--- config.mk ---
export PLATFORM = sky130hd
export DESIGN_NAME = int_to_ascii_dec_hex_top
export DESIGN_NICKNAME = d
export VERILOG_FILES = /design/src/i2a_pkg.sv /design/src/int_to_ascii_dec_hex_top.sv /design/src/i2a_datapath.sv /design/src/i2a_ctrl.sv
export SDC_FILE = /design/constraint.sdc
export NUM_CORES = 1
export LEC_CHECK = 0
export BUFFER_PORTS_ARGS = -buffer_cell sky130_fd_sc_hd__buf_4
export CAP_MARGIN = 30
export CORE_ASPECT_RATIO = 2
export CORE_MARGIN = 5
export CORE_UTILIZATION = 55
export DETAILED_ROUTE_END_ITERATION = 10
export PLACE_DENSITY = 0.77
export RECOVER_POWER = 100
export SLEW_MARGIN = 20
export SYNTH_ARGS = -nofsm -noshare
export SYNTH_HDL_FRONTEND = slang
export SYNTH_SLANG_ARGS = --single-unit
--- constraint.sdc ---
create_clock -name clk_i -period 2.7 [get_ports clk_i]
set_clock_uncertainty 0.2 [all_clocks]
set_input_delay 0.54 -clock clk_i [delete_from_list [all_inputs] [get_ports clk_i]]
set_output_delay 0.54 -clock clk_i [all_outputs]
set_load 0.005 [all_outputs]
--- src/i2a_pkg.sv ---
`timescale 1ns / 1ps

package i2a_pkg;

  localparam int ValueW       = 32;
  localparam int CharW        = 7;
  localparam int MaxResults   = 11;
  localparam int DecDigits    = 10;
  localparam int HexNibMax    = MaxResults - 2;
  localparam int DigIdxW      = 4;
  localparam int ConvSteps    = ValueW;
  localparam int ConvCntW     = $clog2(ConvSteps);
  localparam int HexDigitsDef = 8;

  localparam logic [CharW-1:0] CharZero  = 7'h30;
  localparam logic [CharW-1:0] CharX     = 7'h78;
  localparam logic [CharW-1:0] CharMinus = 7'h2d;
  localparam logic [CharW-1:0] AlphaOfs  = 7'd55;

  // Datapath commands issued by the controller
  typedef struct packed {
    logic load;     // capture input item
    logic step;     // one shift-add-3 step
    logic prep;     // locate leading decimal digit
    logic emit;     // load output register and advance
  } dp_cmd_t;

  // Datapath status back to the controller
  typedef struct packed {
    logic last;     // current character is the final one
  } dp_sts_t;

endpackage

--- src/int_to_ascii_dec_hex_top.sv ---
`timescale 1ns / 1ps
// Decimal item: accept, a shift-add-3 step per input bit, a step to find the leading
//   digit, then one character per cycle (up to 11) while the output is not stalled.
// Hex item: accept, then 2 + HEX_DIGITS (1 to 9) characters at one per cycle unless stalled.
// One item in flight; the next is taken once the last character sits in the output register.
// rst_ni is asynchronous active low: clears controller state and output valid only.

module int_to_ascii_dec_hex_top #(
  parameter int HEX_DIGITS = i2a_pkg::HexDigitsDef
) (
  input  logic                              clk_i,
  input  logic                              rst_ni,
  input  logic                              in_valid_i,
  output logic                              in_ready_o,
  input  logic                              func_i,
  input  logic signed [i2a_pkg::ValueW-1:0] value_i,
  output logic                              out_valid_o,
  input  logic                              out_ready_i,
  output logic [i2a_pkg::CharW-1:0]         ascii_char_o,
  output logic                              last_o
);

  // Controller sequences load, BCD conversion, leading-digit search and emission.
  i2a_pkg::dp_cmd_t cmd;
  i2a_pkg::dp_sts_t sts;

  i2a_ctrl u_ctrl (
    .clk_i       (clk_i),
    .rst_ni      (rst_ni),
    .in_valid_i  (in_valid_i),
    .in_ready_o  (in_ready_o),
    .func_i      (func_i),
    .out_valid_o (out_valid_o),
    .out_ready_i (out_ready_i),
    .cmd_o       (cmd),
    .sts_i       (sts)
  );

  // Datapath: magnitude / raw value shifter, 10-digit BCD register, emit pointers,
  // and the output character register that decouples the downstream transfer.
  i2a_datapath #(
    .HEX_DIGITS (HEX_DIGITS)
  ) u_dp (
    .clk_i        (clk_i),
    .cmd_i        (cmd),
    .sts_o        (sts),
    .func_i       (func_i),
    .value_i      (value_i),
    .ascii_char_o (ascii_char_o),
    .last_o       (last_o)
  );

endmodule

--- src/i2a_datapath.sv ---
`timescale 1ns / 1ps

module i2a_datapath #(
  parameter int HEX_DIGITS = i2a_pkg::HexDigitsDef
) (
  input  logic                        clk_i,
  input  i2a_pkg::dp_cmd_t            cmd_i,
  output i2a_pkg::dp_sts_t            sts_o,
  input  logic                        func_i,
  input  logic signed [i2a_pkg::ValueW-1:0] value_i,
  output logic [i2a_pkg::CharW-1:0]   ascii_char_o,
  output logic                        last_o
);

  localparam int HexCount = (HEX_DIGITS > i2a_pkg::HexNibMax) ? i2a_pkg::HexNibMax
                          : ((HEX_DIGITS < 1) ? 1 : HEX_DIGITS);

  logic                                   func_q;
  logic                                   neg_q;
  logic [i2a_pkg::ValueW-1:0]             bin_q, bin_d;
  logic [i2a_pkg::DecDigits-1:0][3:0]     bcd_q, bcd_d, bcd_adj;
  logic [1:0]                             pre_q, pre_d;
  logic [i2a_pkg::DigIdxW-1:0]            dig_q, dig_d;
  logic [i2a_pkg::DigIdxW-1:0]            top_idx;
  logic [i2a_pkg::HexNibMax-1:0][3:0]     hex_w;
  logic [i2a_pkg::ValueW-1:0]             raw, mag;
  logic [3:0]                             nib;
  logic [i2a_pkg::CharW-1:0]              char_w;
  logic                                   last_w;
  logic [i2a_pkg::CharW-1:0]              char_q;
  logic                                   last_q;

  assign raw   = value_i;
  assign mag   = raw[i2a_pkg::ValueW-1] ? (~raw + 32'd1) : raw;
  assign hex_w = {{4{neg_q}}, bin_q};

  // add 3 to every digit of 5 or more before the shift
  always_comb begin
    for (int i = 0; i < i2a_pkg::DecDigits; i++) begin
      bcd_adj[i] = (bcd_q[i] >= 4'd5) ? (bcd_q[i] + 4'd3) : bcd_q[i];
    end
  end

  // highest nonzero digit, zero gives index 0
  always_comb begin
    top_idx = '0;
    for (int i = 0; i < i2a_pkg::DecDigits; i++) begin
      if (bcd_q[i] != 4'd0) top_idx = i2a_pkg::DigIdxW'(i);
    end
  end

  always_comb begin
    nib    = 4'd0;
    char_w = i2a_pkg::CharZero;
    if (pre_q != 2'd0) begin
      if (func_q) char_w = (pre_q == 2'd2) ? i2a_pkg::CharZero : i2a_pkg::CharX;
      else        char_w = i2a_pkg::CharMinus;
    end else if (func_q) begin
      nib    = hex_w[dig_q];
      char_w = (nib > 4'd9) ? (7'(nib) + i2a_pkg::AlphaOfs) : (7'(nib) + i2a_pkg::CharZero);
    end else begin
      char_w = 7'(bcd_q[dig_q]) + i2a_pkg::CharZero;
    end
  end

  assign last_w     = (pre_q == 2'd0) && (dig_q == '0);
  assign sts_o.last = last_w;

  always_comb begin
    bin_d = bin_q;
    bcd_d = bcd_q;
    pre_d = pre_q;
    dig_d = dig_q;
    if (cmd_i.load) begin
      bin_d = func_i ? raw : mag;
      bcd_d = '0;
      pre_d = func_i ? 2'd2 : {1'b0, raw[i2a_pkg::ValueW-1]};
      dig_d = i2a_pkg::DigIdxW'(HexCount - 1);
    end else if (cmd_i.step) begin
      bcd_d = {bcd_adj[i2a_pkg::DecDigits-1][2:0], bcd_adj[i2a_pkg::DecDigits-2:0],
               bin_q[i2a_pkg::ValueW-1]};
      bin_d = {bin_q[i2a_pkg::ValueW-2:0], 1'b0};
    end else if (cmd_i.prep) begin
      dig_d = top_idx;
    end else if (cmd_i.emit) begin
      if (pre_q != 2'd0) pre_d = pre_q - 2'd1;
      else if (dig_q != '0) dig_d = dig_q - 1'b1;
    end
  end

  always_ff @(posedge clk_i) begin
    bin_q <= bin_d;
    bcd_q <= bcd_d;
    pre_q <= pre_d;
    dig_q <= dig_d;
    if (cmd_i.load) begin
      func_q <= func_i;
      neg_q  <= raw[i2a_pkg::ValueW-1];
    end
    if (cmd_i.emit) begin
      char_q <= char_w;
      last_q <= last_w;
    end
  end

  assign ascii_char_o = char_q;
  assign last_o       = last_q;

endmodule

--- src/i2a_ctrl.sv ---
`timescale 1ns / 1ps

module i2a_ctrl (
  input  logic             clk_i,
  input  logic             rst_ni,
  input  logic             in_valid_i,
  output logic             in_ready_o,
  input  logic             func_i,
  output logic             out_valid_o,
  input  logic             out_ready_i,
  output i2a_pkg::dp_cmd_t cmd_o,
  input  i2a_pkg::dp_sts_t sts_i
);

  typedef enum logic [1:0] {
    StIdle,
    StConv,
    StPrep,
    StEmit
  } state_e;

  state_e                        state_q, state_d;
  logic [i2a_pkg::ConvCntW-1:0]  cnt_q, cnt_d;
  logic                          out_valid_q, out_valid_d;
  logic                          in_xfer;
  logic                          emit_ok;

  assign in_ready_o = (state_q == StIdle);
  assign in_xfer    = in_valid_i && in_ready_o;
  assign emit_ok    = !out_valid_q || out_ready_i;

  always_comb begin
    state_d     = state_q;
    cnt_d       = cnt_q;
    out_valid_d = out_valid_q && !out_ready_i;
    cmd_o       = '0;
    unique case (state_q)
      StIdle: begin
        if (in_xfer) begin
          cmd_o.load = 1'b1;
          cnt_d      = '0;
          state_d    = func_i ? StEmit : StConv;
        end
      end
      StConv: begin
        cmd_o.step = 1'b1;
        cnt_d      = cnt_q + 1'b1;
        if (cnt_q == i2a_pkg::ConvCntW'(i2a_pkg::ConvSteps - 1)) state_d = StPrep;
      end
      StPrep: begin
        cmd_o.prep = 1'b1;
        state_d    = StEmit;
      end
      StEmit: begin
        if (emit_ok) begin
          cmd_o.emit  = 1'b1;
          out_valid_d = 1'b1;
          if (sts_i.last) state_d = StIdle;
        end
      end
      default: state_d = StIdle;
    endcase
  end

  always_ff @(posedge clk_i or negedge rst_ni) begin
    if (!rst_ni) begin
      state_q     <= StIdle;
      cnt_q       <= '0;
      out_valid_q <= 1'b0;
    end else begin
      state_q     <= state_d;
      cnt_q       <= cnt_d;
      out_valid_q <= out_valid_d;
    end
  end

  assign out_valid_o = out_valid_q;

endmodule

## Word-level counts from Yosys, hierarchy flattened

Cells that the tools add are included.

- Add/sub/neg operators: 17
- Magnitude comparators: 12
- Equal/unequal tests: 12
- Multiplexer cells: 58
- Bitwise logic cells: 2
- Reductions and logical operators: 30

Operators with widths:

| cell | count |
|---|---|
| 32-bit 2-to-1 mux | 4 |
| 4-bit 2-to-1 mux | 17 |
| 4-bit by 3-bit greater-or-equal comparator with 1-bit output (second input constant) | 10 |
| 4-bit nonzero test | 10 |
| 4-bit by 2-bit adder with 4-bit output (second input constant) | 9 |
| 7-bit 2-to-1 mux | 5 |
| 32-bit by 1-bit adder with 32-bit output (second input constant) | 1 |
| 4-bit binary-select mux with 4-bit select | 2 |
| 32-bit inverter | 1 |
| 2-bit 2-to-1 mux | 13 |
| 4-bit by 6-bit adder with 7-bit output (second input constant) | 3 |
| 3-bit 2-to-1 mux | 5 |
| 2-bit nonzero test | 7 |
| 4-bit AND reduction | 3 |
| 5-bit case mux with 2 select lines | 1 |
| 1-bit 2-to-1 mux | 9 |
| 2-bit by 1-bit != test with 1-bit output (second input constant) | 4 |
| 2-bit case mux with 4 select lines | 1 |
| 2-bit equality test (second input constant) | 3 |
| 2-bit != test (second input constant) | 3 |
| 5-bit by 1-bit adder with 5-bit output (second input constant) | 1 |
| 5-bit equality test (second input constant) | 1 |
| 4-bit by 5-bit < comparator with 1-bit output (second input constant) | 1 |
| 5-bit 2-to-1 mux | 1 |
| 12 further kinds | 16 |

- Flip-flop bits (word level): 96
- Output and inout bits: 10
- Word-level logic and storage cells: 151

## Depth between registers and ports, before layout

Gate-level depths: netlist (run 1).

- Word-level depth: 11
- Depth in mapped cells: 12

## By module

A second synthesis (run 1) with hierarchy kept.

- Cell total of the unflattened synthesis: 692
- Area total of the unflattened synthesis: 6438.7 um2

By module, submodules not included:

| module | times used | cells an instance | area each (um2) | seq. area each (um2) |
|---|---|---|---|---|
| i2a_datapath | 1 | 645 | 5945.7 | 2202.1 |
| i2a_ctrl | 1 | 47 | 493.0 | 200.2 |

## Worst setup path before layout (run 1)

OpenSTA, ideal clock, no wires.

- Path type: reg-to-reg
- Start point: register u_ctrl.state_q[1]
- End point: register u_dp.bin_q[0] (netlist name) (enable)
- Setup time: 0.394 ns
- Data arrival time: 2.072 ns
- Slack: 0.034 ns
- Cell stages (with the launch flop): 6
- Buffers on the path: 2
- Clock period less this slack: 2.666 ns
- Cell sequence: dfrtp_1 > inv_1 > ha_1 > clkbuf_1 > clkbuf_1 > nand2b_1

- Cells in the longest elaborated chain, start to end: 5

RTL lines:

| what | RTL line | text |
|---|---|---|
| start: declaration | i2a_ctrl.sv:22 | `state_e state_q, state_d;` |
| start signal: assignment | i2a_ctrl.sv:67 | `state_q <= StIdle;` |
| start signal: assignment | i2a_ctrl.sv:71 | `state_q <= state_d;` |
| 2-bit logical NOT | i2a_ctrl.sv:28, i2a_ctrl.sv:37 |  |
| 1-bit logical AND | i2a_ctrl.sv:29 | `assign in_xfer = in_valid_i && in_ready_o;` |
| 1-bit 2-to-1 mux | i2a_ctrl.sv:39 | `if (in_xfer) begin` |
| 1-bit 2-to-1 mux | i2a_ctrl.sv:37 | `unique case (state_q)` |
| 2-bit nonzero test (no line) * | - |  |
| end signal: assignment | i2a_datapath.sv:92 | `bin_q <= bin_d;` |
| end: declaration | i2a_datapath.sv:20 | `logic [i2a_pkg::ValueW-1:0] bin_q, bin_d;` |

Mark *: on every way between the ends. The rest lies on a longest branch, timed or not.
A chain may end at the register's enable or synchronous reset.

## Worst setup path after layout (run 1)

- Start point: register u_dp.dig_q[0] (netlist name)
- End point: register u_dp.char_q (netlist bit u_dp.ascii_char_o[0]) (data pin)

- Cells in the longest elaborated chain, start to end: 6

RTL lines:

| what | RTL line | text |
|---|---|---|
| start: declaration | i2a_datapath.sv:23 | `logic [i2a_pkg::DigIdxW-1:0] dig_q, dig_d;` |
| start signal: assignment | i2a_datapath.sv:95 | `dig_q <= dig_d;` |
| 4-bit binary-select mux with 4-bit select | i2a_datapath.sv:59 | `nib = hex_w[dig_q];` |
| 4-bit 2-to-1 mux (not written as such) | i2a_datapath.sv:59 |  |
| 4-bit by 6-bit adder with 7-bit output / 4-bit greater-than comparator (equally long branches) | i2a_datapath.sv:60 | `char_w = (nib > 4'd9) ? (7'(nib) + i2a_pkg::AlphaOfs) : (7'(nib) + i2a_pkg::CharZero);` |
| 7-bit 2-to-1 mux | i2a_datapath.sv:60 |  |
| 7-bit 2-to-1 mux * | i2a_datapath.sv:58 | `end else if (func_q) begin` |
| 7-bit 2-to-1 mux * | i2a_datapath.sv:55 | `if (pre_q != 2'd0) begin` |
| named net u_dp.char_w, one bit | i2a_datapath.sv:28 | `logic [i2a_pkg::CharW-1:0] char_w;` |
| end signal: assignment | i2a_datapath.sv:101 | `char_q <= char_w;` |
| end: declaration | i2a_datapath.sv:30 | `logic [i2a_pkg::CharW-1:0] char_q;` |

Mark *: on every way through the listed nets, which the timed path passes. The rest lies on a longest branch. The select of a mux whose other input is x is not followed.

==> impl_metrics.toml, run 1 <==
[synth]
synthXorXnorAreaFrac_pct = 6.42
yosysTopAreaCell = "edfxtp_1"
yosys.area.top_type_share_pct = 20.6
synthAdderAreaFrac_pct = 6.44
synth_area_leaders = "edfxtp_1 (21%), dfxtp_1 (14%), ha_1 (6.4%), xnor2_1 (6.0%), mux2i_1 (5.5%)"
async_flop_share_pct = 8.33
synth_mux_area_share_pct = 9.33
syn-num-nets = 784
yosys.area_share.simple_pct = 17.5
syn_inst = 714
synth_warnings = 0
avgSynthCellArea_um2 = 8.98
ys.flop_type = "edfxtp_1"
synth_edf_count = 44
synth_top_family_by_area = "compound AO/OA/AOI/OAI gates"
ys_types = 58
synth.most_common_cell = "nand2_1"
synth-compound-area-share_pct = 17.6
ys_seq_area_share_pct = 37.5
synthTopCellsByCount = "nand2_1 (68), o21ai_0 (64), a21oi_1 (50), nor2_1 (47)"
syn-cell-area_mm2 = 0.00641
ys_ff_latch = 96

[die]
die_w_um = 86.4
initial_utilization_pct = 56.5
die_area_mm2 = 0.0141
rows = 55
io_pins = 47
fp.coreArea_mm2 = 0.0114
chipHeight_um = 163

[setup_path]
cp.depth = 11
critPathLaunchType = "flip-flop"
cp_num_buf_inv = 2
worstPathRequired_ps = 2570
worstSetupEndpointType = "flip-flop"
crit_path_cell_trace = "buf_12, mux2i_2, o21ai_0, o22ai_2, inv_1, ha_4, nor2_2, a31oi_2, o21a_1, o41ai_2, a311oi_2"
path_delay_family = "compound AO/OA/AOI/OAI gates"
arrival_ps = 2610
crit_type = "reg2reg"
rr_worst_depth = 11
cp_slowest_stage_delay_ps = 390
critPathSlowestCell = "dfxtp_4"
cp_max_fo = 16

[clock_network]
cts_max_path_buffers = 2
clkTransAtPathRegs_ps = 70
cts_inserted_buffers = 9
cts_sinks = 96
clkLatencyLatePin_ps = 350
cts_tree = "done"
cts.htree.levels = 3
cts-root-buf = "clkbuf_16"

[timing]
slew_headroom_pct = 53.7
tightest_slew_ps = 688
hold_violations = 0
fmax_ghz = 0.365
min_period_ps = 2740
rsz0062_at_grt = "true"
setup_viol = 1
setup_slack_ps = -42.6
slew_violations = 0
setup_tns_ps = -42.6
period_share_pct = 102

[final_layout]
seqCellArea_mm2 = 0.00241
multi_input_area_mm2 = 0.00374
nNetsFinal = 835
syn2layout_area_growth_pct = 14.6
fill_cells = 967
finish.utilization_pct = 64.7
stdcell_area_mm2 = 0.00735
antennaDiodeCount = 0
drive_gt1_share_pct = 16.2

[drt]
routedWlPerCell_um = 17.7
drtAntennaViolNets = 0
viasPerCell = 6.04
drcViolationCount = 0
drtPass1Iterations = 5
first_iter_violations = 328
vias = 5508
finalWirelength_mm = 16.2

[global_route]
grt_pass1_wl_mm = 26.5
antenna_found_initial = 0
grt_overflow_total = 0
grt_pass1_vias = 5664
track_usage_pct = 23.8
grt_max_degree = 51

[power]
sw_frac_of_total_pct = 42.6
ir_worst_vdd_uv = 508
pwr-share-clk_pct = 14.4
leakage_nw = 2.95
internal-power_mw = 4.91
seqPwrFrac_pct = 34.4
cellPowerDensity_mw_per_mm2 = 1160
power_switching_mw = 3.64
comb_power_share_pct = 51.2

[placed_design]
hpwl_mm = 12.4
placement.cell_area_mm2 = 0.00697
portBuffers = 46
gp_congestion = 0.950

[min_path]
hold_depth = 2
hold_path_class = "reg2reg"

[run_status]
status = "complete, but fails checks"
violations = "negative setup slack"

[job]
drv_cap = 0
## cells in the final DEF (no fill, tap or decap), types with 12 or more instances in the layout
| cell type | instances |
|---|---|
| o21ai_0 | 63 |
| nor2_1 | 46 |
| nand2_1 | 68 |
| inv_1 | 40 |
| ha_1 | 31 |
| nand3_1 | 24 |
| nand2b_1 | 36 |
| a21oi_1 | 49 |
| nor3_1 | 13 |
| clkbuf_4 | 12 |
| edfxtp_1 | 44 |
| o211ai_1 | 12 |
| buf_4 | 57 |
| xnor2_1 | 44 |
| dfxtp_1 | 43 |
| mux2i_1 | 34 |
## through the flow
stage | total power [mW] | hold WS, ps | worst slack, ps | std cells
final | 8.55 | 312 | -42.6 | 912
after global routing | 9.13 | 328 | -123 | 912
after CTS | 8.33 | 208 | 7.26 | 908
after detailed placement | 6.91 | 167 | -140 | 888
after global placement | 6.73 | 163 | 61.9 | 888
after floorplan | 5.65 | 44.4 | 34.4 | 714
## routing by layer
metal	track usage (%)	vias to the layer above	routed length (um)
li1	-	2649	-
met1	21.9	2622	5320
met2	45.7	167	9140
met3	3.70	70	569
met4	16.1	0	1150
met5	0	-	0
## state kept, by name, indices dropped and copies added, names as in the netlist, 2 cells and up
signal and count:
u_ctrl.state_q 2, u_dp.ascii_char_o 7, u_dp.bin_q 32, u_dp.bcd_q 40, u_dp.pre_q 2, u_ctrl.cnt_q 5
u_dp.dig_q 4
## final cells by class
| cell class | count | share of cell area, % |
|---|---|---|
| timing repair buffer | 80 | 7.97 |
| clock inverter | 7 | 0.783 |
| tap | 142 | 2.42 |
| sequential | 96 | 32.7 |
| multi-input combinational | 537 | 50.9 |
| inverter | 41 | 2.09 |
| clock buffer | 9 | 3.06 |
## power groups by stage
stage	sequential [mW]	clock, mW	combinational [mW]
2_1_floorplan	2.65	0	3.00
3_3_place_gp	2.92	0	3.81
3_5_place_dp	2.95	0	3.96
4_1_cts	2.93	1.25	4.15
5_1_grt	3.00	1.29	4.83
6_report	2.94	1.24	4.38
## cell families (layout without fill, tap and decap cells)
| logic type | count (synthesis) | count (layout) |
|---|---|---|
| xor+xnor | 47 | 47 |
| mux | 46 | 46 |
| fa+ha+maj | 33 | 33 |
| simple gates | 226 | 226 |
| buf+inv | 81 | 137 |
| flops | 96 | 96 |
| compound gates | 185 | 185 |
## worst register-to-register path, cell delays in order, from the launching register on
cell and delay, ps:
dfxtp_4 390, buf_12 180, mux2i_2 300, o21ai_0 150
o22ai_2 220, inv_1 140, ha_4 180, nor2_2 120
a31oi_2 50, o21a_1 180, o41ai_2 280, a311oi_2 70
## repair_timing
| action | CTS | global route |
|---|---|---|
| resized for setup | 8 | 11 |
| hold buffers | 1 | 0 |
| endpoints found under the hold margin | 8 | 0 |
| setup endpoints to repair | 4 | 6 |
| buffers inserted | 3 | 4 |
| pin swaps | 4 | 7 |
## final timing paths
path | start | endpoint | slack, ps
hold / removal | u_dp.bcd_q[39] | u_dp.bcd_q[39] | 310
max in group asynchronous | rst_ni | u_ctrl.cnt_q[3] | 1530
min in group asynchronous | rst_ni | u_ctrl.out_valid_o | 450
setup reg to reg | u_dp.dig_q[0] | u_dp.ascii_char_o[0] | -40
setup / recovery | u_dp.dig_q[0] | u_dp.ascii_char_o[0] | -40
hold reg to reg | u_dp.bcd_q[39] | u_dp.bcd_q[39] | 310
No activity file was read; power rests on OpenSTA's default activity.
==> run 2: changes to the inputs <==
--- a/config.mk
+++ b/config.mk
@@ -7,11 +7,11 @@
 export LEC_CHECK = 0
 export BUFFER_PORTS_ARGS = -buffer_cell sky130_fd_sc_hd__buf_4
 export CAP_MARGIN = 30
-export CORE_ASPECT_RATIO = 2
 export CORE_MARGIN = 5
-export CORE_UTILIZATION = 55
+export CORE_UTILIZATION = 57
+export CTS_BUF_LIST = sky130_fd_sc_hd__clkbuf_2
 export DETAILED_ROUTE_END_ITERATION = 10
-export PLACE_DENSITY = 0.77
+export PLACE_DENSITY = 0.79
 export RECOVER_POWER = 100
 export SLEW_MARGIN = 20
 export SYNTH_ARGS = -nofsm -noshare
==> run 2 against run 1 <==
Compared with the run above:
- the run still ends with negative setup slack left
- highest routed layer unchanged
- cell area fell by 2.2%
- global-route usage fell by 0.78 points
- critical endpoint unchanged
- critical path depth fell by 2
- sequential power fell by 2%
- non-clock buffer count fell by 2
- clock power fell by 28%
==> impl_metrics.toml, run 2 (synthesis results as in run 1) <==
[timing]
setup_slack_ps = -44.3
tightest_slew_ps = 820
slew_headroom_pct = 45.4
hold_violations = 0
slew_violations = 0
min_period_ps = 2740
setup_tns_ps = -44.3
period_share_pct = 102
fmax_ghz = 0.364
setup_viol = 1
rsz0062_at_grt = "true"

[setup_path]
worstSetupEndpointType = "flip-flop"
critPathLaunchType = "flip-flop"
arrival_ps = 2960
worstPathRequired_ps = 2920
crit_type = "reg2reg"
cp_max_fo = 4

[min_path]
hold_path_class = "in2reg"

[global_route]
grt_overflow_total = 0
antenna_found_initial = 0
grt_pass1_wl_mm = 24.9
grt_pass1_vias = 5274
track_usage_pct = 23.0
grt_max_degree = 79

[power]
total_power_mw = 7.85
leakage_nw = 2.89
cellPowerDensity_mw_per_mm2 = 1090
ir_worst_vdd_uv = 744

[clock_network]
cts_sinks = 96
cts_max_path_buffers = 2
cts_tree = "done"
cts.htree.levels = 3
clkTransAtPathRegs_ps = 280
clkLatencyLatePin_ps = 630
cts-root-buf = "clkbuf_2"
cts_inserted_buffers = 9

[run_status]
status = "complete, but fails checks"
violations = "negative setup slack"

[drt]
routedWlPerCell_um = 16.4
vias = 5399
drtPass1Iterations = 5
first_iter_violations = 462
drtAntennaViolNets = 0
viasPerCell = 5.95
drcViolationCount = 0
finalWirelength_mm = 14.9

[placed_design]
portBuffers = 46
gp_congestion = 0.920
hpwl_mm = 11.0
dp_slack_ps = -48.3
placement.cell_area_mm2 = 0.00695

[final_layout]
syn2layout_area_growth_pct = 12.1
nNetsFinal = 833
top_register = "u_dp.bcd_q"
mostFrequentLayoutCells = "nand2_1 (68), o21ai_0 (64), buf_4 (55)"
largest_register_ffs = 40
fill_cells = 904
antennaDiodeCount = 0
stdcell_area_mm2 = 0.00719
layout_commonest_cell = "nand2_1"
drive_gt1_share_pct = 15.1

[die]
initial_utilization_pct = 58.6
die_w_um = 116
fp.coreArea_mm2 = 0.0109
chipHeight_um = 116
die_area_mm2 = 0.0135
rows = 38
io_pins = 47

[job]
drv_cap = 0
## run 2: cell count changes in the layout (fill, tap and decap cells not counted), sizes merged
cell / change
clkinvlp: +1
clkbuf: -3
bufinv: +3
buf: -3
dlygate4sd3: +4
inv: -6
clkinv: +2
## run 2: layout make-up
| type | count | area, um2 | area share (%) |
|---|---|---|---|
| Sequential cell | 96 | 2410 | 33.5 |
| Inverter | 41 | 158 | 2.19 |
| Tap cell | 140 | 175 | 2.44 |
| Timing Repair Buffer | 78 | 588 | 8.18 |
| Clock buffer | 9 | 45.0 | 0.626 |
| Clock inverter | 7 | 111 | 1.55 |
| Multi-Input combinational cell | 537 | 3710 | 51.5 |
## run 2: power by group
part	internal, mW	switching (mW)
registers	2.31	0.581
clock network	0.392	0.498
logic	1.83	2.25
total	4.52	3.33
## run 2: metrics by stage
step | hold slack (ps) | util (%) | instances
3_5_place_dp | 165 | 63.5 | 883
3_3_place_gp | 162 | 63.5 | 883
5_1_grt | 20.7 | 65.8 | 908
6_report | 33.7 | 65.8 | 908
2_1_floorplan | 44.4 | - | 714
4_1_cts | 4.96 | 65.5 | 904
## run 2: worst paths after layout
check / startpoint / to / slack (ps) / cells after the start
setup / recovery: u_dp.dig_q[0] / u_dp.ascii_char_o[0] / -40 / 9
hold / removal: value_i[0] / u_dp.bin_q[0] / 30 / 3
setup reg to reg: u_dp.dig_q[0] / u_dp.ascii_char_o[0] / -40 / 9
hold reg to reg: u_dp.bcd_q[38] / u_dp.bcd_q[39] / 330 / 2
max in group asynchronous: rst_ni / u_ctrl.state_q[0] / 1350 / 3
min in group asynchronous: rst_ni / u_ctrl.cnt_q[0] / 690 / 3
## run 2: critical path: stages (launching register included)
cell,delay [ps]
dfxtp_4,440
mux4_2,520
a21oi_2,200
o21bai_4,160
ha_2,200
nor2_1,40
a31oi_1,190
o21a_1,220
o41ai_1,90
a311oi_1,260
## run 2: per-layer routing
layer  wire length (um)  share of wire (%)  track usage, %  vias to the layer above
li1                   -                  -               -                     2642
met1               6640                 45            31.9                     2565
met2               7040                 47            36.9                      169
met3                979                6.6            4.91                       23
met4                212                1.4            5.80                        0
met5                  0                  0               0                        -
## run 2: repair_timing
item                                    CTS  global route
pin swaps                                 0             3
endpoints found under the setup margin    4             5
hold buffers                              5             0
setup buffers                             0             4
gates resized for setup                   3             9
endpoints found under the hold margin    11             0
==> run 3: changes to the inputs <==
--- a/config.mk
+++ b/config.mk
@@ -17,3 +17,4 @@
 export SYNTH_ARGS = -nofsm -noshare
 export SYNTH_HDL_FRONTEND = slang
 export SYNTH_SLANG_ARGS = --single-unit
+export TNS_END_PERCENT = 20
==> constraint.sdc (replaced) <==
create_clock -name clk_i -period 2.5 [get_ports clk_i]
set_clock_uncertainty 0.2 [all_clocks]
set_input_delay 0.5 -clock clk_i [delete_from_list [all_inputs] [get_ports clk_i]]
set_output_delay 0.5 -clock clk_i [all_outputs]
set_load 0.005 [all_outputs]
==> run 3 against run 2 <==
Compared with the run above:
- the flow still finishes with violations (negative setup slack)
- non-clock buffer count grew 20
- sequential power is 8.0% higher
- sequential cell count stayed put
- die area is the same
- critical path depth stayed put
- power rose by 11%
- register-to-register slack got worse by 170 ps
==> impl_metrics.toml, run 3 (synthesis results as in run 1) <==
[clock_network]
cts_sinks = 96
cts-root-buf = "clkbuf_2"
cts_inserted_buffers = 9
cts_tree = "done"
clkTransAtPathRegs_ps = 230
cts.htree.levels = 3
cts_max_path_buffers = 2
clkLatencyLatePin_ps = 630

[die]
die_w_um = 116
fp.coreArea_mm2 = 0.0109
initial_utilization_pct = 58.6
io_pins = 47
die_area_mm2 = 0.0135
rows = 38
chipHeight_um = 116

[drt]
drtPass1Iterations = 5
routedWlPerCell_um = 16.8
drcViolationCount = 0
vias = 5578
first_iter_violations = 421
viasPerCell = 6.01
finalWirelength_mm = 15.6
drtAntennaViolNets = 0

[timing]
min_period_ps = 2710
setup_viol = 5
setup_slack_ps = -211
hold_violations = 0
rsz0062_at_grt = "true"
fmax_ghz = 0.369
period_share_pct = 108
slew_headroom_pct = 51.8
tightest_slew_ps = 723
slew_violations = 0

[setup_path]
worstPathRequired_ps = 2720
worstSetupEndpointType = "flip-flop"
cp_max_fo = 3
arrival_ps = 2930
critPathLaunchType = "flip-flop"
crit_type = "reg2reg"

[final_layout]
mostFrequentLayoutCells = "buf_4 (81), nand2_1 (68), o21ai_0 (63)"
top_register = "u_dp.bcd_q"
drive_gt1_share_pct = 17.8
fill_cells = 892
layout_commonest_cell = "buf_4"
largest_register_ffs = 40
antennaDiodeCount = 0
stdcell_area_mm2 = 0.00738
layout.cells.non_filler = 928
nNetsFinal = 853
syn2layout_area_growth_pct = 15.1

[global_route]
grt_pass1_wl_mm = 25.5
grt_pass1_vias = 5370
antenna_found_initial = 0
track_usage_pct = 23.6
grt_max_degree = 79
grt_overflow_total = 0

[placed_design]
placement.cell_area_mm2 = 0.00710
hpwl_mm = 11.5
dp_cells = 903
portBuffers = 46
gp_congestion = 0.904

[power]
leakage_nw = 3.00
cellPowerDensity_mw_per_mm2 = 1180
total_power_mw = 8.72
ir_worst_vdd_uv = 720

[job]
drv_cap = 0

[run_status]
violations = "negative setup slack"
status = "complete, but fails checks"

[min_path]
hold_path_class = "in2reg"
-- run 3: cell types whose count changed in the layout (fill, tap and decap cells not counted), sizes merged --
cell / change
clkinv: -1
inv: +2
dlygate4sd3: +2
buf: +28
bufinv: -1
clkinvlp: -1
clkbuf: -9
-- run 3: timing repair --
| action | 4_1_cts | 5_1_grt |
|---|---|---|
| pin swaps | 0 | 6 |
| resized for setup | 4 | 20 |
| setup buffers | 0 | 2 |
| hold buffers | 7 | 0 |
| endpoints found under the setup margin | 7 | 9 |
| endpoints found under the hold margin | 13 | 0 |
-- run 3: area by class of cell --
| cell class | instances | area [um2] | share of cell area [%] |
|---|---|---|---|
| flip-flops and latches | 96 | 2410 | 32.6 |
| clock buffers | 10 | 50.0 | 0.678 |
| clock inverters | 6 | 76.3 | 1.03 |
| inverters | 41 | 154 | 2.09 |
| well taps | 140 | 175 | 2.37 |
| multi-input cells | 537 | 3770 | 51.0 |
| repair buffers | 98 | 752 | 10.2 |
-- run 3: critical path: stages, from the launching register on --
cell,delay [ps]
edfxtp_1,470
mux4_2,500
a21oi_2,190
o21bai_4,180
ha_2,220
nor2_1,40
a31oi_1,180
o21a_1,240
nor3_2,50
a311oi_1,260
-- run 3: path summary, 6_finish.rpt --
| check | start | endpoint | slack, ps | cells after the start |
|---|---|---|---|---|
| max reg2reg | u_dp.bin_q[29] | u_dp.ascii_char_o[1] | -210 | 9 |
| max in group asynchronous | rst_ni | u_ctrl.state_q[0] | 1180 | 3 |
| min reg2reg | u_dp.bcd_q[11] | u_dp.bcd_q[11] | 340 | 2 |
| min in group asynchronous | rst_ni | u_ctrl.cnt_q[3] | 650 | 3 |
| min | value_i[0] | u_dp.bin_q[0] | 40 | 3 |
| max | u_dp.bin_q[29] | u_dp.ascii_char_o[1] | -210 | 9 |
-- run 3: report_power, final --
part           total, mW  internal (mW)  leakage, nW  switching (mW)
sequential          3.12           2.49        0.878           0.629
clock              0.846          0.325       0.0849           0.521
combinational       4.75           2.17         2.04            2.58
-- run 3: metrics by stage --
stage | hold slack, ps | utilization (%) | worst slack, ps | setup TNS [ps]
after detailed placement | 124 | 64.9 | -205 | -1310
final | 38.4 | 67.5 | -211 | -808
after CTS | 6.53 | 66.8 | -144 | -561
after floorplan | 4.41 | - | 5.58 | 0
after global placement | 120 | 64.9 | -28.9 | -123
after global routing | -0.151 | 67.5 | -350 | -1600
-- run 3: routing by layer --
metal | global-route usage (%) | up-vias | share of wire, %
met1 | 32.6 | 2679 | 44
li1 | - | 2686 | -
met3 | 4.96 | 26 | 6.8
met2 | 38.3 | 187 | 48
met4 | 5.80 | 0 | 1.5
met5 | 0 | - | 0
